`config.mk`:
```
export PLATFORM = sky130hd
export DESIGN_NAME = ghash_queue
export DESIGN_NICKNAME = d
export VERILOG_FILES = /design/src/rtl/core/ghash_pkg.sv /design/src/rtl/core/ghash_queue.sv
export SDC_FILE = /design/constraint.sdc
export NUM_CORES = 1
export LEC_CHECK = 0
export BUFFER_PORTS_ARGS = -buffer_cell sky130_fd_sc_hd__buf_2
export CAP_MARGIN = 25
export CORE_AREA = 8 8 203 205
export DETAILED_ROUTE_END_ITERATION = 8
export DIE_AREA = 0 0 211 213
export PLACE_DENSITY = 0.8
export SETUP_SLACK_MARGIN = 0.2
export SYNTH_ARGS = -nofsm -noshare
export SYNTH_HDL_FRONTEND = slang
export SYNTH_SLANG_ARGS = --single-unit
```
`constraint.sdc`:
```
create_clock -name i_clk -period 34.7 [get_ports i_clk]
set_input_delay 1.735 -clock i_clk [delete_from_list [all_inputs] [get_ports i_clk]]
set_output_delay 1.735 -clock i_clk [all_outputs]
set_load 0.01 [all_outputs]
```
`src/rtl/core/ghash_pkg.sv`:
```
`timescale 1ns / 1ps

package ghash_pkg;

    localparam int BLK_W   = 128;
    localparam int HALF_W  = 64;
    localparam int CNT_W   = 5;
    localparam int BYTES_W = 61;
    localparam int BLK_BYTES = 16;

    // action codes of an input item
    localparam logic [1:0] ACT_AAD    = 2'd0;
    localparam logic [1:0] ACT_DATA   = 2'd1;
    localparam logic [1:0] ACT_FINISH = 2'd2;

    // configuration register indexes
    localparam logic CFG_KEY_HI = 1'b0;
    localparam logic CFG_KEY_LO = 1'b1;

    localparam logic [CNT_W-1:0] FULL_COUNT = CNT_W'(BLK_BYTES);

    typedef enum logic [1:0] {
        OP_AAD  = 2'd0,
        OP_DATA = 2'd1,
        OP_FIN  = 2'd2
    } t_op_kind;

    // one queued operation; for a finish, data holds the counter-block mask
    typedef struct packed {
        t_op_kind          kind;
        logic [BLK_W-1:0]  data;
        logic [CNT_W-1:0]  count;
        logic              check;
        logic [BLK_W-1:0]  expected;
    } t_op;

    typedef struct packed {
        logic full;
        logic head_valid;
    } t_q_stat;

    // X * H in the bit-reflected GF(2^128) of GCM; bit 127 is the x^0 term
    function automatic logic [BLK_W-1:0] gf_mul(input logic [BLK_W-1:0] a,
                                                input logic [BLK_W-1:0] h);
        logic [BLK_W-1:0]   ar;
        logic [BLK_W-1:0]   hr;
        logic [BLK_W-1:0]   low;
        logic [BLK_W-1:0]   res;
        logic [2*BLK_W-2:0] p;
        logic [BLK_W-2:0]   ph;
        logic [BLK_W+5:0]   f;
        logic [5:0]         o;
        logic [12:0]        g;
        for (int i = 0; i < BLK_W; i++) begin
            ar[i] = a[BLK_W-1-i];
            hr[i] = h[BLK_W-1-i];
        end
        // carry-less product, one output bit at a time
        for (int k = 0; k < 2*BLK_W-1; k++) begin
            p[k] = 1'b0;
            for (int i = 0; i < BLK_W; i++) begin
                if ((k - i >= 0) && (k - i < BLK_W)) begin
                    p[k] = p[k] ^ (ar[i] & hr[k-i]);
                end
            end
        end
        // fold the top half with x^128 = x^7 + x^2 + x + 1, twice
        ph  = p[2*BLK_W-2:BLK_W];
        f   = {7'b0, ph} ^ {6'b0, ph, 1'b0} ^ {5'b0, ph, 2'b0} ^ {ph, 7'b0};
        o   = f[BLK_W+5:BLK_W];
        g   = {7'b0, o} ^ {6'b0, o, 1'b0} ^ {5'b0, o, 2'b0} ^ {o, 7'b0};
        low = p[BLK_W-1:0] ^ f[BLK_W-1:0] ^ {{(BLK_W-13){1'b0}}, g};
        for (int i = 0; i < BLK_W; i++) begin
            res[i] = low[BLK_W-1-i];
        end
        return res;
    endfunction

endpackage

```
`src/rtl/core/ghash_queue.sv`:
```
`timescale 1ns / 1ps

module ghash_queue (
    input  logic               i_clk,
    input  logic               i_rst_n,
    input  logic               i_push,
    input  ghash_pkg::t_op     i_push_op,
    input  logic               i_pop,
    output ghash_pkg::t_q_stat o_stat,
    output ghash_pkg::t_op     o_head
);

    ghash_pkg::t_op r_mem [2];
    logic           r_wp;
    logic           r_rp;
    logic [1:0]     r_cnt;
    logic [1:0]     n_cnt;

    assign o_stat.full       = (r_cnt == 2'd2);
    assign o_stat.head_valid = (r_cnt != 2'd0);
    assign o_head            = r_mem[r_rp];

    always_comb begin
        n_cnt = r_cnt;
        if (i_push && !i_pop) begin
            n_cnt = r_cnt + 2'd1;
        end else if (!i_push && i_pop) begin
            n_cnt = r_cnt - 2'd1;
        end
    end

    always_ff @(posedge i_clk) begin
        if (!i_rst_n) begin
            r_wp  <= 1'b0;
            r_rp  <= 1'b0;
            r_cnt <= 2'd0;
        end else begin
            if (i_push) begin
                r_wp <= !r_wp;
            end
            if (i_pop) begin
                r_rp <= !r_rp;
            end
            r_cnt <= n_cnt;
        end
    end

    always_ff @(posedge i_clk) begin
        if (i_push) begin
            r_mem[r_wp] <= i_push_op;
        end
    end

`ifndef SYNTHESIS
    a_no_overflow: assert property (@(posedge i_clk) disable iff (!i_rst_n)
        (r_cnt == 2'd2) |-> !(i_push && !i_pop))
        else $error("queue pushed while full");
    a_no_underflow: assert property (@(posedge i_clk) disable iff (!i_rst_n)
        i_pop |-> (r_cnt != 2'd0))
        else $error("queue popped while empty");
    a_ptr_track: assert property (@(posedge i_clk) disable iff (!i_rst_n)
        (r_cnt == 2'd0 || r_cnt == 2'd2) |-> (r_wp == r_rp))
        else $error("queue pointers out of step with fill count");
`endif

endmodule

```
* Word level (Yosys, flattened, before mapping)
Memory sizes are Yosys's and may differ from the RTL's. A register that Yosys moved wholly into a read port is not among the register bits. Cells that the tools add are included.
Cells by class: equality and inequality tests 1, $add $sub $neg 2, muxes and demuxes 6, reductions and logical operators 8
Operator list (count):
- 1-bit logical NOT | 4
- 1-bit two-way mux | 4
- 2-bit two-way mux | 2
- 2-bit nonzero test | 2
- 2-bit by 1-bit adder with 2-bit output (second input constant) | 1
- 2-bit == test (second input constant) | 1
- 1-bit logical AND | 2
- 2-bit by 1-bit subtractor with 2-bit output (second input constant) | 1
Storage, ports and cells: input port bits 268, output and inout port bits 266, register bits 4, bits in writable memories 528, logic and storage cells 21, memories 1
Memory list:
- r_mem | depth 2, bits a word 264, rd ports 1, clocked after memory_dff 1, write ports 1, RTL line ghash_queue.sv:13 | ghash_pkg::t_op r_mem [2];

* Logic depth before layout (Yosys ltp)
Gate-level depths: netlist of the first run.
word-level depth 4, mapped depth 5, depth with buffers taken out 5

* Least setup slack after synthesis of the first run
OpenSTA, ideal clock, no wires.
path kind input to register, start point in i_push, end point reg r_wp, required time 34588 ps, arrival time 13990 ps, setup time 112 ps, buffers on the path 0, setup slack 20597 ps, stages on the path 2, path through nor2b_1 -> o21a_1
RTL lines:
- from (decl) | RTL line ghash_queue.sv:6 | input logic i_push,
- to (signal assigned) | RTL line ghash_queue.sv:39 | r_wp <= !r_wp;
- to (decl) | RTL line ghash_queue.sv:14 | logic r_wp;

==> run metrics, run 1 <==
Most used DFF post-synth=edfxtp_1; post-CTS setup buffers=0; via count=just over 10,000; crit path max fanout=between 60 and 70; Slowest-stage cell, CP=buf_4; die width=211 um; Pleak=between 8 and 9 nW; largest net degree at the start of global routing=78; Setup WS pre-CTS=slightly below 30 ns; r2r endpoint=r_mem[1][86]; Final Non-Filler Cells=about 2,000; post-synthesis compound-gate area fraction=0.103%; initial antenna violation count=10; Critical Path Start Type=flip-flop; clock latency on the worst-skew pair=between 0.5 and 0.6 ns; CP endpoint kind=output pin; die height=about 210 um; share of the synthesized area in the top cell type=roughly four fifths; Reg2Reg Setup Slack=31.47 ns; total CTS buffers=50; worst r2r src=r_wp; Clock power frac=a little under two fifths; sw frac=21.6%; syn nets=about 1,100; Switch Pwr=roughly 0.31 mW; clock sink count=roughly 530; fraction of the mapped netlist area in adder cells=less than 1%; register share of total power=a little over half; # nets final=about 1,700; Max Cap Viol=0; count of final hold-check violations=0; commonest cells in the netlist=edfxtp_1 (528), mux2_2 (264), clkbuf_8 (23); PwrDens=around 60 nW/um2; first-pass GRT wire length=around 63 mm; Area growth syn-to-layout=24.0%; port bufs=533; core area=roughly 38,000 um2; Synth Area in XOR/XNOR=less than 1%; post-route setup TNS=0 ns; Cells after DPL=approximately 1,900; post-route clock skew=roughly 0.015 ns; # rows=72; Worst Hold Launch=r_cnt[1]; dominant cell type by area after synthesis=edfxtp_1; RD Place Congestion=between 0.8 and 0.9; fin. max-slew vios=0; DRC violations left=0; Synth async-reset ratio=0%; Critical Path RT=32.97 ns; drt total wl=44.6 mm; logic gate share of total power=between 10% and 20%; Syn. warnings=0; Mapped Cells=approximately 840; CP most frequent cell=buf_4; wire length per cell=22.6 um; synthesized area=19,400 um2; post_cts resized=0; overall global routing resource usage=between 10% and 20%; WP data arrival=3.15 ns; CTS Hold Bufs=0; HP Class=reg2reg; Synth cell types=16; RSZ-0062 raised after global routing=no; Hold Path Stages=2; top post-synthesis cells by area=edfxtp_1 (82%), mux2_2 (15%), clkbuf_8 (1.6%), dfxtp_1 (0.52%), buf_6 (0.35%); H-tree Lvls=2; Seq/Total Area, Yosys=between 80 and 90%; share of layout cells above drive strength 1=60.4%; Routed Antenna Nets=0; count leader, synth=edfxtp_1; post-synthesis mux area share=between 10% and 20%; FMAX=around 0.20 GHz; Post-synth EDFFs=about 530; Syn Area/Cell=23.0 um2; final setup vio count=0; Worst-Margin Slew=1.02 ns; largest family of logic cells by synthesized area=multiplexers; critical path cell sequence=buf_4 > buf_4 > mux2_2 > buf_2; Bufs on Longest Clock Path=3; Pint=1.12 mW; DRT iter0 DRCs=640; minimum clock period=just under 5 ns; VDD IR max=~51 uV; dpl hpwl=roughly 31 mm; hold path endpoint=r_cnt[1]; total gr overflow=0; fin crit share=between 10 and 15%; #FFs+latches synth=533; # fillers=approximately 2,600; Synth Area in Simple Gates=0.290%; CP Buf/Inv Count=3; final setup margin=a little under 30 ns; Starting Density=51.0%; outcome=finished clean; I/O pin count=534; Root Driver=clkbuf_16; Initial DRT Pass Iterations=5; DR vias/cell=5.11; delay-heaviest family, CP=buffers and inverters; Slew headroom=a little under a third; Slowest Stage Delay on Critical Path=0.75 ns; Worst-path clk slew=0.06 ns; WS Path Type=reg2out; via count of the first global-routing pass=between 10,000 and 15,000; R2R cell count=3; TritonCTS clock tree=yes; die area=~45,000 um2
## worst register-to-register path: stages, from the launching register on
cell and delay, ns:
dfxtp_1 0.39, and2_4 0.65, buf_4 0.83, buf_4 0.91
## kinds of logic after synthesis
family                     count (synthesis)
DFF                                      533
muxes                                    264
buffers and inverters                     30
and+or+nand+nor                            9
AOI/OAI and AO/OA                          3
xor gates and xnor gates                   3
adders and majority gates                  1
## power by group through the flow
stage	combinational, mW	sequential (mW)	clock [mW]
final	0.145	0.755	0.535
after detailed placement	0.143	0.771	0
after floorplan	0.0848	0.775	0
after global routing	0.154	0.757	0.568
after global placement	0.139	0.769	0
after CTS	0.144	0.757	0.546
## stage by stage
stage	hold WS [ns]	instance area (um2)	total power, mW	util [%]
global route	0.558	24100	1.48	63.2
CTS	0.553	24100	1.45	63.1
detailed placement	0.545	22500	0.913	58.9
floorplan	0.461	19400	0.860	-
global placement	0.473	22500	0.908	58.9
finish	0.549	24100	1.44	63.3
## how the worst max path moves through the flow
stage / depth (start not counted) / endpoint / slack, ns / from
after floorplan: 2 / r_wp / 20.60 / i_push
after global placement: 4 / o_head[142] / 29.93 / flip-flop
after detailed placement: 4 / o_head[28] / 29.83 / flip-flop
after CTS: 4 / o_head[28] / 29.20 / flip-flop
after global routing: 4 / o_head[28] / 29.63 / flip-flop
final: 4 / o_head[28] / 29.81 / flip-flop
## state kept, by name (all words and copies together), names as in the netlist, named ones only
| register | flops |
|---|---|
| r_rp | 1 |
| r_cnt | 2 |
| r_wp | 1 |
| r_mem | 528 |
## cell usage in the layout (no fill, tap or decap), types with 5 or more instances in the layout
cell,instances
buf_2,533
edfxtp_1,528
mux2_2,264
clkbuf_16,51
clkinv_1,17
clkbuf_1,11
buf_4,10
bufinv_16,6
diode_2,5
clkinv_2,5
## per-layer routing
metal / share of wire [%] / global-route usage, %
met4: 2.9 / 7.82
met3: 8.1 / 5.65
met2: 53 / 32.9
met1: 36 / 20.8
met5: 0.13 / 0
## final cells by class
| cell class | count | area (um2) | area share, % |
|---|---|---|---|
| clock buffers | 62 | 1320 | 5.47 |
| diodes | 5 | 12.5 | 0.0519 |
| well taps | 518 | 648 | 2.69 |
| clock inverters | 31 | 294 | 1.22 |
| inverters | 1 | 3.75 | 0.0156 |
| multi-input cells | 280 | 3100 | 12.9 |
| flip-flops and latches | 533 | 16000 | 66.2 |
| repair buffers | 544 | 2770 | 11.5 |
Power figures use the tool's default switching activity.
==> run 2, diff against run 1 <==
--- a/config.mk
+++ b/config.mk
@@ -7,9 +7,9 @@
 export LEC_CHECK = 0
 export BUFFER_PORTS_ARGS = -buffer_cell sky130_fd_sc_hd__buf_2
 export CAP_MARGIN = 25
-export CORE_AREA = 8 8 203 205
+export CORE_MARGIN = 8
+export CORE_UTILIZATION = 52
 export DETAILED_ROUTE_END_ITERATION = 8
-export DIE_AREA = 0 0 211 213
 export PLACE_DENSITY = 0.8
 export SETUP_SLACK_MARGIN = 0.2
 export SYNTH_ARGS = -nofsm -noshare
==> constraint.sdc (replaced) <==
create_clock -name i_clk -period 5 [get_ports i_clk]
set_input_delay 0.25 -clock i_clk [delete_from_list [all_inputs] [get_ports i_clk]]
set_output_delay 0.25 -clock i_clk [all_outputs]
set_load 0.01 [all_outputs]
==> run 2 against run 1 <==
Largest cell class unchanged. Critical path type unchanged. Power rose to 7.2 times the previous value. Hold slack lost 0.51 ns. Sequential power increased to 7.0 times the previous value. Clock power grew to 7.3 times the previous value. Non-clock buffer count is 261 higher. Sequential cell count is the same. Combinational power rose to 8.4 times the previous value.
==> run metrics, run 2 (same netlist as run 1, synthesis figures left out) <==
wire length per cell=24.5 um (+8.5%); critical path cell sequence=buf_12 > mux2_2 > buf_2; VDD IR max=374 uV (+640%); delay-heaviest family, CP=buffers and inverters; hold_ws=0.0433 ns (-0.506 ns); WS Path Type=reg2out; post_cts resized=0 (unchanged); fin. max-slew vios=0 (unchanged); HP Class=in2reg; CP Buf/Inv Count=2 (-1); Slew headroom=33.1% (+1.3 points); largest net degree at the start of global routing=156 (+100%); TritonCTS clock tree=yes; die area=43,800 um2 (-2.5%); total gr overflow=0 (unchanged); Top Registers=r_mem x528, r_cnt x2; Routed Antenna Nets=0 (unchanged); overall global routing resource usage=23.5% (+4.9 points); final setup vio count=0 (unchanged); # nets final=1,943 (+16%); Slowest Stage Delay on Critical Path=0.65 ns (-0.10 ns); Hold Path Stages=3 (+1); via count of the first global-routing pass=12,900 (+19%); count of final hold-check violations=0 (unchanged); commonest non-fill, non-tap cell in the layout=buf_2; Worst-Margin Slew=1.00 ns (-0.0192 ns); Largest Register=r_mem; Starting Density=52.2% (+1.2 points); WP data arrival=2.66 ns (-0.49 ns); outcome=finished clean; DRC violations left=0 (unchanged); Pleak=10.1 nW (+13%); R2R cell count=2 (-1); DRT iter0 DRCs=855 (+34%); first-pass GRT wire length=78.0 mm (+23%); clock sink count=533 (unchanged); Bufs on Longest Clock Path=3 (unchanged); cell count along the critical path=3 (-1); minimum clock period=2.91 ns; dpl hpwl=31.1 mm (-0.88%); max reg flops=528 (unchanged); share of layout cells above drive strength 1=51.8% (-8.7 points); PwrDens=387 nW/um2 (+550%); I/O pin count=534 (unchanged); H-tree Lvls=2 (unchanged); post-CTS setup buffers=0 (unchanged); core area=37,200 um2 (-2.3%); clock latency on the worst-skew pair=0.58 ns (about the same); Slowest-stage cell, CP=dfxtp_4; Critical Path Start Type=flip-flop; # rows=71 (-1.4%); Initial DRT Pass Iterations=5 (unchanged); die width=209 um (-0.80%); via count=11,500 (+14%); most frequent cells in the layout=buf_2 (533), edfxtp_1 (528), dlygate4sd3_1 (265), mux2_2 (264), clkbuf_16 (53); CP endpoint kind=output pin; Critical Path RT=4.75 ns (-28.22 ns); FMAX=0.344 GHz; RSZ-0062 raised after global routing=no; Worst-path clk slew=0.06 ns (about the same); fin crit share=between 50% and 60%; Area growth syn-to-layout=37.8%; crit path max fanout=155 (+130%); post-route setup TNS=0 ns (unchanged); DR vias/cell=5.24 (+2.6%); total CTS buffers=53 (+6.0%); die height=209 um (-1.7%); Max Cap Viol=0 (unchanged); RD Place Congestion=0.795 (-4.1%); Root Driver=clkbuf_16; initial antenna violation count=5 (-5); port bufs=533 (unchanged); CTS Hold Bufs=265 (+265); drt total wl=53.7 mm (+20%); post-route clock skew=0.0178 ns (+0.00323 ns)
==> run 2: cell count changes in the layout (fill, tap and decap cells not counted), moves of 2 or more <==
| cell | previous run | this run |
|---|---|---|
| dlygate4sd3_1 | 0 | 265 |
| buf_4 | 10 | 2 |
| clkinv_2 | 5 | 8 |
| buf_12 | 0 | 5 |
| clkbuf_16 | 51 | 53 |
| clkinv_1 | 17 | 8 |
| clkinvlp_4 | 1 | 3 |
| clkbuf_8 | 0 | 6 |
| clkbuf_1 | 11 | 7 |
| bufinv_16 | 6 | 4 |
==> run 2: cell type report <==
cell class / count / area (um2)
clock buffers: 66 / 1440
fillers: 2052 / 10400
inverters: 1 / 3.75
repair buffers: 805 / 5440
well taps: 474 / 593
clock inverters: 27 / 248
flip-flops and latches: 533 / 16000
diodes: 5 / 12.5
multi-input cells: 280 / 3100
==> run 2: final timing paths <==
path / from / endpoint / slack, ns
worst max-delay path: flip-flop / o_head[126] / 2.09
worst min-delay path: i_pop / r_rp / 0.04
worst max register to register: r_wp / r_mem[1][240] / 2.90
worst min register to register: r_cnt[1] / r_cnt[1] / 0.50
==> run 2: worst register-to-register path, cell delays in order, from the launching register on <==
cell and delay [ns]:
dfxtp_1 0.39, and2_4 0.66, buf_12 0.56
==> run 2: metrics by stage <==
step	cells	setup slack [ns]	area, um2	util [%]	power, mW
floorplan	843	0.333	19400	-	5.91
global placement	1828	2.75	22400	60.3	6.31
detailed placement	1828	2.73	22400	60.3	6.34
CTS	2186	2.10	26800	71.9	10.3
global route	2190	2.01	26800	72.0	10.6
finish	2191	2.09	26800	72.0	10.4
==> run 2: report_power, final <==
part	switching (mW)	total (mW)	leakage, nW	internal, mW
sequential	0.0787	5.25	5.00	5.17
combinational	0.625	1.22	4.31	0.596
clock	1.65	3.88	0.823	2.24
==> run 2: routing by layer <==
metal,up-vias,share of wire [%],global-route usage (%)
met2,570,55,44.0
met1,5751,34,24.7
li1,5039,-,-
met3,129,7.0,5.28
met4,2,4.2,10.9
met5,-,0.022,0
