--- src/rtl/core/ghash_pkg.sv ---
`timescale 1ns / 1ps

package ghash_pkg;

    localparam int BLK_W   = 128;
    localparam int HALF_W  = 64;
    localparam int CNT_W   = 5;
    localparam int BYTES_W = 61;
    localparam int BLK_BYTES = 16;

    // action codes of an input item
    localparam logic [1:0] ACT_AAD    = 2'd0;
    localparam logic [1:0] ACT_DATA   = 2'd1;
    localparam logic [1:0] ACT_FINISH = 2'd2;

    // configuration register indexes
    localparam logic CFG_KEY_HI = 1'b0;
    localparam logic CFG_KEY_LO = 1'b1;

    localparam logic [CNT_W-1:0] FULL_COUNT = CNT_W'(BLK_BYTES);

    typedef enum logic [1:0] {
        OP_AAD  = 2'd0,
        OP_DATA = 2'd1,
        OP_FIN  = 2'd2
    } t_op_kind;

    // one queued operation; for a finish, data holds the counter-block mask
    typedef struct packed {
        t_op_kind          kind;
        logic [BLK_W-1:0]  data;
        logic [CNT_W-1:0]  count;
        logic              check;
        logic [BLK_W-1:0]  expected;
    } t_op;

    typedef struct packed {
        logic full;
        logic head_valid;
    } t_q_stat;

    // X * H in the bit-reflected GF(2^128) of GCM; bit 127 is the x^0 term
    function automatic logic [BLK_W-1:0] gf_mul(input logic [BLK_W-1:0] a,
                                                input logic [BLK_W-1:0] h);
        logic [BLK_W-1:0]   ar;
        logic [BLK_W-1:0]   hr;
        logic [BLK_W-1:0]   low;
        logic [BLK_W-1:0]   res;
        logic [2*BLK_W-2:0] p;
        logic [BLK_W-2:0]   ph;
        logic [BLK_W+5:0]   f;
        logic [5:0]         o;
        logic [12:0]        g;
        for (int i = 0; i < BLK_W; i++) begin
            ar[i] = a[BLK_W-1-i];
            hr[i] = h[BLK_W-1-i];
        end
        // carry-less product, one output bit at a time
        for (int k = 0; k < 2*BLK_W-1; k++) begin
            p[k] = 1'b0;
            for (int i = 0; i < BLK_W; i++) begin
                if ((k - i >= 0) && (k - i < BLK_W)) begin
                    p[k] = p[k] ^ (ar[i] & hr[k-i]);
                end
            end
        end
        // fold the top half with x^128 = x^7 + x^2 + x + 1, twice
        ph  = p[2*BLK_W-2:BLK_W];
        f   = {7'b0, ph} ^ {6'b0, ph, 1'b0} ^ {5'b0, ph, 2'b0} ^ {ph, 7'b0};
        o   = f[BLK_W+5:BLK_W];
        g   = {7'b0, o} ^ {6'b0, o, 1'b0} ^ {5'b0, o, 2'b0} ^ {o, 7'b0};
        low = p[BLK_W-1:0] ^ f[BLK_W-1:0] ^ {{(BLK_W-13){1'b0}}, g};
        for (int i = 0; i < BLK_W; i++) begin
            res[i] = low[BLK_W-1-i];
        end
        return res;
    endfunction

endpackage

--- src/rtl/core/ghash_in_if.sv ---
`timescale 1ns / 1ps

interface ghash_in_if;
    logic        valid;
    logic        ready;
    logic [1:0]  action;
    logic [63:0] block_hi;
    logic [63:0] block_lo;
    logic [4:0]  byte_count;
    logic [63:0] mask_hi;
    logic [63:0] mask_lo;
    logic        check_tag;
    logic [63:0] expected_hi;
    logic [63:0] expected_lo;

    modport source (
        output valid, action, block_hi, block_lo, byte_count, mask_hi, mask_lo,
               check_tag, expected_hi, expected_lo,
        input  ready
    );
    modport sink (
        input  valid, action, block_hi, block_lo, byte_count, mask_hi, mask_lo,
               check_tag, expected_hi, expected_lo,
        output ready
    );
endinterface

--- src/rtl/core/ghash_front.sv ---
`timescale 1ns / 1ps

module ghash_front (
    ghash_in_if.sink          i_blk,
    input  ghash_pkg::t_q_stat i_q_stat,
    output logic              o_push,
    output ghash_pkg::t_op    o_push_op
);

    logic                              keep;
    logic [ghash_pkg::CNT_W-1:0]       cnt_sat;
    logic [ghash_pkg::BLK_W-1:0]       byte_mask;
    logic [ghash_pkg::BLK_W-1:0]       raw_blk;

    function automatic logic [ghash_pkg::CNT_W-1:0] CNT_W_EXT(input int v);
        return ghash_pkg::CNT_W'(v);
    endfunction

    assign i_blk.ready = !i_q_stat.full;
    assign raw_blk     = {i_blk.block_hi, i_blk.block_lo};
    assign cnt_sat     = (i_blk.byte_count > ghash_pkg::FULL_COUNT) ?
                         ghash_pkg::FULL_COUNT : i_blk.byte_count;

    // keep leading bytes below the count, byte 0 at the top
    always_comb begin
        for (int b = 0; b < ghash_pkg::BLK_BYTES; b++) begin
            byte_mask[ghash_pkg::BLK_W-1-8*b -: 8] =
                (CNT_W_EXT(b) < cnt_sat) ? 8'hFF : 8'h00;
        end
    end

    always_comb begin
        keep                = 1'b0;
        o_push_op.kind      = ghash_pkg::OP_AAD;
        o_push_op.data      = raw_blk & byte_mask;
        o_push_op.count     = cnt_sat;
        o_push_op.check     = i_blk.check_tag;
        o_push_op.expected  = {i_blk.expected_hi, i_blk.expected_lo};
        unique case (i_blk.action) inside
            ghash_pkg::ACT_AAD, ghash_pkg::ACT_DATA: begin
                // drop absorbs with no valid bytes
                keep           = (i_blk.byte_count != '0);
                o_push_op.kind = (i_blk.action == ghash_pkg::ACT_AAD) ?
                                 ghash_pkg::OP_AAD : ghash_pkg::OP_DATA;
            end
            ghash_pkg::ACT_FINISH: begin
                keep           = 1'b1;
                o_push_op.kind = ghash_pkg::OP_FIN;
                o_push_op.data = {i_blk.mask_hi, i_blk.mask_lo};
            end
            default: begin
                keep = 1'b0;
            end
        endcase
    end

    assign o_push = i_blk.valid && i_blk.ready && keep;

endmodule

--- src/flat_wrapper.sv ---
// flat-port wrapper written by rule: the top's interface ports become plain ports
module ghash_front_flat 
  (i_q_stat, o_push, o_push_op, i_blk_valid, i_blk_action, i_blk_block_hi, i_blk_block_lo, i_blk_byte_count, i_blk_mask_hi, i_blk_mask_lo, i_blk_check_tag, i_blk_expected_hi, i_blk_expected_lo, i_blk_ready);
  ghash_in_if i_blk_i ();
  input  ghash_pkg::t_q_stat i_q_stat;
  output logic o_push;
  output ghash_pkg::t_op o_push_op;
  input wire logic [$bits(i_blk_i.valid)-1:0] i_blk_valid;
  input wire logic [$bits(i_blk_i.action)-1:0] i_blk_action;
  input wire logic [$bits(i_blk_i.block_hi)-1:0] i_blk_block_hi;
  input wire logic [$bits(i_blk_i.block_lo)-1:0] i_blk_block_lo;
  input wire logic [$bits(i_blk_i.byte_count)-1:0] i_blk_byte_count;
  input wire logic [$bits(i_blk_i.mask_hi)-1:0] i_blk_mask_hi;
  input wire logic [$bits(i_blk_i.mask_lo)-1:0] i_blk_mask_lo;
  input wire logic [$bits(i_blk_i.check_tag)-1:0] i_blk_check_tag;
  input wire logic [$bits(i_blk_i.expected_hi)-1:0] i_blk_expected_hi;
  input wire logic [$bits(i_blk_i.expected_lo)-1:0] i_blk_expected_lo;
  output wire logic [$bits(i_blk_i.ready)-1:0] i_blk_ready;
  assign i_blk_i.valid = i_blk_valid;
  assign i_blk_i.action = i_blk_action;
  assign i_blk_i.block_hi = i_blk_block_hi;
  assign i_blk_i.block_lo = i_blk_block_lo;
  assign i_blk_i.byte_count = i_blk_byte_count;
  assign i_blk_i.mask_hi = i_blk_mask_hi;
  assign i_blk_i.mask_lo = i_blk_mask_lo;
  assign i_blk_i.check_tag = i_blk_check_tag;
  assign i_blk_i.expected_hi = i_blk_expected_hi;
  assign i_blk_i.expected_lo = i_blk_expected_lo;
  assign i_blk_ready = i_blk_i.ready;
  ghash_front u_core (.i_blk(i_blk_i), .i_q_stat(i_q_stat), .o_push(o_push), .o_push_op(o_push_op));
endmodule
--- config.mk ---
export PLATFORM = sky130hd
export DESIGN_NAME = ghash_front_flat
export DESIGN_NICKNAME = d
export VERILOG_FILES = /design/src/rtl/core/ghash_pkg.sv /design/src/rtl/core/ghash_in_if.sv /design/src/rtl/core/ghash_front.sv /design/src/flat_wrapper.sv
export SDC_FILE = /design/constraint.sdc
export NUM_CORES = 1
export LEC_CHECK = 0
export BUFFER_PORTS_ARGS = -buffer_cell sky130_fd_sc_hd__buf_2
export CAP_MARGIN = 25
export CORE_AREA = 2 2 257 259
export DETAILED_ROUTE_END_ITERATION = 16
export DIE_AREA = 0 0 259 261
export GPL_ROUTABILITY_DRIVEN = 0
export PLACE_DENSITY = 0.3
export SLEW_MARGIN = 20
export SYNTH_ARGS = -nofsm -noshare
export SYNTH_HDL_FRONTEND = slang
export SYNTH_SLANG_ARGS = --single-unit
--- constraint.sdc ---
create_clock -name vclk -period 3.6
set_input_delay 0.54 -clock vclk [all_inputs]
set_output_delay 0.54 -clock vclk [all_outputs]
set_load 0.02 [all_outputs]
Yosys cells after proc, flatten, opt, wreduce, memory -nomap -nowiden
Index checks and enable logic that the tools add are counted.
Storage, ports and cells
  bits in registers: 0
  ROM bits: 0
  word-level logic and storage cells: 47
  memory bits (writable): 0
  input bits: 395
  latch bits: 0
  memories kept: 0
Operators by class
  reductions and logical operators: 6
  eq/ne operators: 2
  shift-type cells: 0
  order comparisons: 17
  add/subtract/negate cells: 0
  multipliers: 0
  bitwise operators: 1
  multiplexer cells: 21
  div/mod/pow operators: 0
Operators by type and width (count)
  bitwise AND 128 bit: 1
  two-way mux 128 bit: 1
  two-way mux 8 bit: 16
  less-than comparator 4 x 5 -> 1 bit (first input constant): 8
  less-than comparator 3 x 5 -> 1 bit (first input constant): 4
  less-than comparator 1 x 5 -> 1 bit (first input constant): 2
  less-than comparator 2 x 5 -> 1 bit (first input constant): 2
  > comparator 5 bit (second input constant): 1
  two-way mux 5 bit: 1
  nonzero test 5 bit: 1
  one-hot mux 2 bit (2 select lines): 1
  == test 2 x 1 -> 1 bit (second input constant): 1
  == test 2 bit (second input constant): 1
  logical AND 1 bit: 2
  zero test 2 bit: 1
  one-hot mux 1 bit (2 select lines): 1
  OR reduction 2 bit: 1
  zero test 1 bit: 1
  two-way mux 1 bit: 1

Logic depth before layout (Yosys ltp)
Gate-level depths: netlist of run 1.
  depth in word-level cells: 6
  gate-level depth with buffers: 8
  mapped depth without buffers: 4

Least setup slack after synthesis of run 1
OpenSTA, ideal clock, no wires.
  path type: input -> output
  from: input i_blk_byte_count[3]
  to: output o_push
  stages: 4
  arrival time: 1935 ps
  slack: 1125 ps
  path buffers: 1
  path through: buf_4 -> or3_4 -> nor3_1 -> a2111oi_0
On the way
  cells in the longest elaborated chain, start to end: 3
RTL lines
  start: declaration: line flat_wrapper.sv:12  | input wire logic [$bits(i_blk_i.byte_count)-1:0] i_blk_byte_count;
  nonzero test 5 bit: line ghash_front.sv:42  | keep = (i_blk.byte_count != '0);
  one-hot mux 1 bit (2 select lines): line ghash_front.sv:39  | unique case (i_blk.action) inside
  logical AND 1 bit: line ghash_front.sv:57  | assign o_push = i_blk.valid && i_blk.ready && keep;
  end: declaration: line flat_wrapper.sv:6  | output logic o_push;
Every way passes these cells.

==> impl_results.md, run 1 <==
- MaxCap Viol Count: 0
- Critical path's largest stage delay: 0.51 ns
- Hold path endpoint: o_push_op[103]
- Fin util: 7.593%
- Worst Path Required: 3.06 ns
- CP max FO: 8
- Vias in the first global route: 4,075
- Critical path's slowest cell: a21oi_2
- Iteration-0 DRC Markers: 191
- Post_cts resized: 0
- CORE AREA: 65,040 µm²
- Die ar.: 67,600 µm²
- Hold path depth: 0
- Slew Viols, Final: 0
- Final net count: 1,132
- Antenna-violating nets left: 0
- Residual DRC: 0
- Worst Setup End Kind: output pin
- CP delay by family, top: compound AO/OA/AOI/OAI gates
- Sequential cell count: 0
- Maximum vdd drop: 0.04651 mV
- Min-Delay Path Class: primary input to output pin
- Design Power: 0.7158 mW
- Worst slew pin tran: 0.8387 ns
- Worst path depth: 5
- Hold-fix buffers, CTS: 0
- Grt ovf: 0
- # fillers: 7,737
- Vias/cell: 2.681
- Die Span Y: 261 µm
- Final setup vio count: 0
- Initial Util: 4.365%
- Critical path type: primary input to output pin
- Via Count: 4,295
- Layout cell share with drive strength beyond 1: 58.37%
- Total Routing Usage GR: 5.607%
- Syn Area/Cell: 5.890 µm²
- Placed cell areas: 4931 µm²
- Layout Area Growth over Synthesis: 73.95%
- Clkbuf count: 0
- Leak: 2.504 nW
- PD cells: 144.9 nW/µm²
- Fmax: 364.4 MHz
- Final period utilization: 76.23%
- Number of top-level pins: 661
- Synthesized cell area: 2839 µm²
- Bufs and invs on worst path: 2
- Fin Setup TNS: 0 ns
- First-pass GRT wire length: 27.37 mm
- Seq. cell area: 0 µm²
- Final Cell Area: 4938 µm²
- Pre-antenna DRT Iters: 4
- Row cnt: 94
- Syn_nets: 877
- Initial antenna violation count: 11
- Maximum number of pins on one net before global-route repair: 82
- Drt total wl: 21.50 mm
- Synthesis warning total: 0
- Worst Path Arrival: 2.20 ns
- Unique masters post-synth: 32
- Status: complete, no violations
- Fin. Hold Viols: 0
- IO Port Bufs: 402
- Post-CTS Setup Inserts: 0
- Die X: 259 µm
- Post-Synthesis Cells: 482
- Hold Crit Start: i_blk_expected_hi[39]
- Critical Path Source Type: primary input
- Crit path cell chain: buf_2, or3_4, a21oi_2, o21ai_0, buf_2
- Unrepaired setup endpoints after global routing: no
- Final HPWL DP: 18.59 mm
- Hold slack: 1.080 ns
- Post-route minimum period: 2.744 ns
- Worst slew margin: 43.83%
- Sequential area share after synthesis: 0%
- Post-DR wirelength/cell: 13.42 µm
- Most used cell, CP: buf_2
==> power breakdown <==
| part | switching [mW] | total, mW | internal [mW] |
|---|---|---|---|
| clock | 0 | 0.000000101 | 0.000000101 |
| sequential | 0 | 0 | 0 |
| combinational | 0.434 | 0.716 | 0.282 |
| total | 0.434 | 0.716 | 0.282 |
==> layer usage <==
metal	part of all wire (%)	vias to the layer above	track usage, %	wire length, µm
met2	47	364	9.863	10130
met1	34	1842	5.708	7381
li1	-	2003	-	-
met5	0.21	-	0	46
met4	5.4	8	2.714	1163
met3	13	78	2.420	2779
==> cells in the final DEF (no fill, tap or decap), types with 3 or more instances in the layout <==
cell type and count:
nand2_1 161, buf_4 8, nor3_4 3, buf_12 3, nor2b_1 5, a21oi_1 25, a22o_1 48, buf_2 402
nand3_1 8, diode_2 3, o21ai_0 48
==> synth_stat cells, types with 2 or more instances <==
library cell	instances	share of area, %
nor2_2	2	0.44
a22o_1	48	15
inv_1	2	0.26
nand2_1	161	21
a21oi_2	2	0.62
a21oi_1	25	4.4
nor3_4	3	1.7
clkbuf_1	10	1.3
buf_6	3	1.2
buf_4	132	35
nand3_1	8	1.4
nor2b_1	5	1.1
buf_2	15	2.6
o21ai_0	48	8.5
==> cell type report <==
type                       count  area, µm²  area share (%)
multi-input combinational    319       1704           34.51
tap                          864       1081           21.89
inverter                       3      13.76          0.2787
timing repair buffer         413       2132           43.17
antenna                        3      7.507          0.1520
==> stage by stage <==
stage,setup WS (ns),cells
after CTS,0.7855,1599
final,0.8556,1602
after detailed placement,0.7824,1599
after global placement,0.7693,1599
after floorplan,1.125,482
after global routing,0.6955,1601
==> kinds of logic (layout without fill, tap and decap cells) <==
| logic type | Yosys count | count (layout) | share of synthesized area [%] |
|---|---|---|---|
| AND/OR/NAND/NOR | 188 | 188 | 28.38 |
| other | 0 | 3 | 0 |
| buffers and inverters | 163 | 416 | 40.46 |
| AO/OA/AOI/OAI | 131 | 131 | 31.16 |
==> worst max-delay path by stage <==
| stage | to | slack [ns] | from |
|---|---|---|---|
| 2_1_floorplan | o_push | 1.12 | i_blk_byte_count[3] |
| 3_3_place_gp | o_push_op[210] | 0.77 | i_blk_byte_count[1] |
| 3_5_place_dp | o_push_op[159] | 0.78 | i_blk_byte_count[1] |
| 4_1_cts | o_push_op[159] | 0.79 | i_blk_byte_count[1] |
| 5_1_grt | o_push_op[159] | 0.70 | i_blk_byte_count[1] |
| 6_report | o_push_op[245] | 0.86 | i_blk_byte_count[4] |
Power figures use the tool's default switching activity.
==> run 2: changes to the inputs <==
--- a/config.mk
+++ b/config.mk
@@ -7,9 +7,9 @@
 export LEC_CHECK = 0
 export BUFFER_PORTS_ARGS = -buffer_cell sky130_fd_sc_hd__buf_2
 export CAP_MARGIN = 25
-export CORE_AREA = 2 2 257 259
+export CORE_AREA = 2 2 254 256
 export DETAILED_ROUTE_END_ITERATION = 16
-export DIE_AREA = 0 0 259 261
+export DIE_AREA = 0 0 256 258
 export GPL_ROUTABILITY_DRIVEN = 0
 export PLACE_DENSITY = 0.3
 export SLEW_MARGIN = 20
==> constraint.sdc (replaced) <==
create_clock -name vclk -period 2.4
set_input_delay 0.36 -clock vclk [all_inputs]
set_output_delay 0.36 -clock vclk [all_outputs]
set_load 0.02 [all_outputs]
==> run 2 against run 1 <==
  * First-iteration DRC count fell by 19%
  * Non-clock buffer count up 7
  * Power is 53% higher
  * Combinational power rose by 52%
  * Critical path depth is 1 higher
  * Die area shrank 2.3%
  * Setup slack got worse by 0.63 ns
  * Sequential cell count is the same
  * Sequential share of layout area unchanged
  * Cell area rose by 0.61%
  * Core utilization grew 0.21 points
==> impl_results.md, run 2 (synthesis results as in run 1) <==
- Status: complete, no violations
- DP Worst Slack: 0.2076 ns
- Pre-antenna DRT Iters: 4
- Row cnt: 93
- Drt total wl: 21.54 mm
- Placed cell areas: 4954 µm²
- Seq. cell area: 0 µm²
- Post-CTS Setup Inserts: 0
- Sequential cell count: 0
- Cell Count, Final, Fillers Out: 1,603
- Most frequent cells in the layout: buf_2 (402), nand2_1 (161), o21ai_0 (48), a22o_1 (48), a21oi_1 (25)
- Fin Setup TNS: 0 ns
- CP max FO: 11
- Most used cell, CP: buf_2
- Unrepaired setup endpoints after global routing: no
- Post-DR wirelength/cell: 13.44 µm
- Bufs and invs on worst path: 3
- Final worst slack: 0.2243 ns
- Critical path type: primary input to output pin
- IO Port Bufs: 402
- Final Cell Area: 4969 µm²
- Critical Path Source Type: primary input
- Number of top-level pins: 661
- Vias in the first global route: 4,173
- Min-Delay Path Class: primary input to output pin
- Maximum number of pins on one net before global-route repair: 63
- Worst slew pin tran: 0.4495 ns
- MaxCap Viol Count: 0
- Leak: 2.535 nW
- Hold path endpoint: o_push_op[111]
- Vias/cell: 2.687
- Fmax: 459.6 MHz
- Commonest non-fill, non-tap cell in the layout: buf_2
- Post_cts resized: 0
- Total Routing Usage GR: 5.875%
- Initial Util: 4.460%
- Final HPWL DP: 18.74 mm
- Grt ovf: 0
- PD cells: 219.8 nW/µm²
- Layout cell share with drive strength beyond 1: 58.63%
- CP delay by family, top: buffers and inverters
- Crit path cell chain: buf_2, or2_2, nor2_1, buf_4, o21ai_0, buf_2
- DP Cell Count: 1,597
- Antenna-violating nets left: 0
- Worst Setup End Kind: output pin
- Final net count: 1,139
- Worst slew margin: 69.76%
- Maximum vdd drop: 0.09289 mV
- Die X: 256 µm
- Hold-fix buffers, CTS: 0
- Clkbuf count: 0
- Final period utilization: 90.65%
- Post-route minimum period: 2.176 ns
- Initial antenna violation count: 7
- Via Count: 4,307
- Iteration-0 DRC Markers: 154
- Worst Path Required: 2.04 ns
- Worst Path Arrival: 1.82 ns
- Hold Crit Start: i_blk_expected_hi[47]
- Fin. Hold Viols: 0
- Critical path's largest stage delay: 0.37 ns
- Layout Area Growth over Synthesis: 75.01%
- Die ar.: 66,050 µm²
- Critical path's slowest cell: o21ai_0
- First-pass GRT wire length: 28.38 mm
- Residual DRC: 0
- Hold path depth: 0
- Final setup vio count: 0
- Slew Viols, Final: 0
- CORE AREA: 63,650 µm²
- Die Span Y: 258 µm
run 2: metrics by stage:
| step | util (%) | hold slack [ns] | power [mW] |
|---|---|---|---|
| finish | 7.806 | 0.7200 | 1.092 |
| global route | 7.798 | 0.7200 | 1.187 |
| CTS | 7.782 | 0.7201 | 1.119 |
| detailed placement | 7.782 | 0.7201 | 1.116 |
| global placement | 7.782 | 0.7201 | 1.121 |
| floorplan | - | 0.7966 | 0.8724 |
run 2: metal layers:
| layer | global-route usage [%] | wire, µm |
|---|---|---|
| met5 | 0 | 14 |
| met4 | 3.168 | 1195 |
| met3 | 2.346 | 2506 |
| met2 | 10.54 | 10270 |
| met1 | 5.816 | 7561 |
run 2: report_power, final:
group / total (mW) / internal [mW] / switching [mW]
combinational: 1.09 / 0.428 / 0.664
clock: 0.000000313 / 0.000000313 / 0
sequential: 0 / 0 / 0
run 2: layout make-up:
type | count | area, µm²
Fill cell | 7538 | 58680
Antenna cell | 6 | 15.01
Timing Repair Buffer | 420 | 2172
Multi-Input combinational cell | 319 | 1698
Tap cell | 855 | 1070
Inverter | 3 | 13.76
run 2: worst max-delay path by stage:
stage / cells past startpoint / startpoint / to
6_report: 6 / i_blk_byte_count[1] / o_push_op[260]
5_1_grt: 7 / i_blk_action[0] / o_push_op[169]
4_1_cts: 6 / i_blk_byte_count[1] / o_push_op[260]
3_5_place_dp: 6 / i_blk_byte_count[1] / o_push_op[260]
3_3_place_gp: 6 / i_blk_byte_count[1] / o_push_op[260]
2_1_floorplan: 4 / i_blk_byte_count[3] / o_push
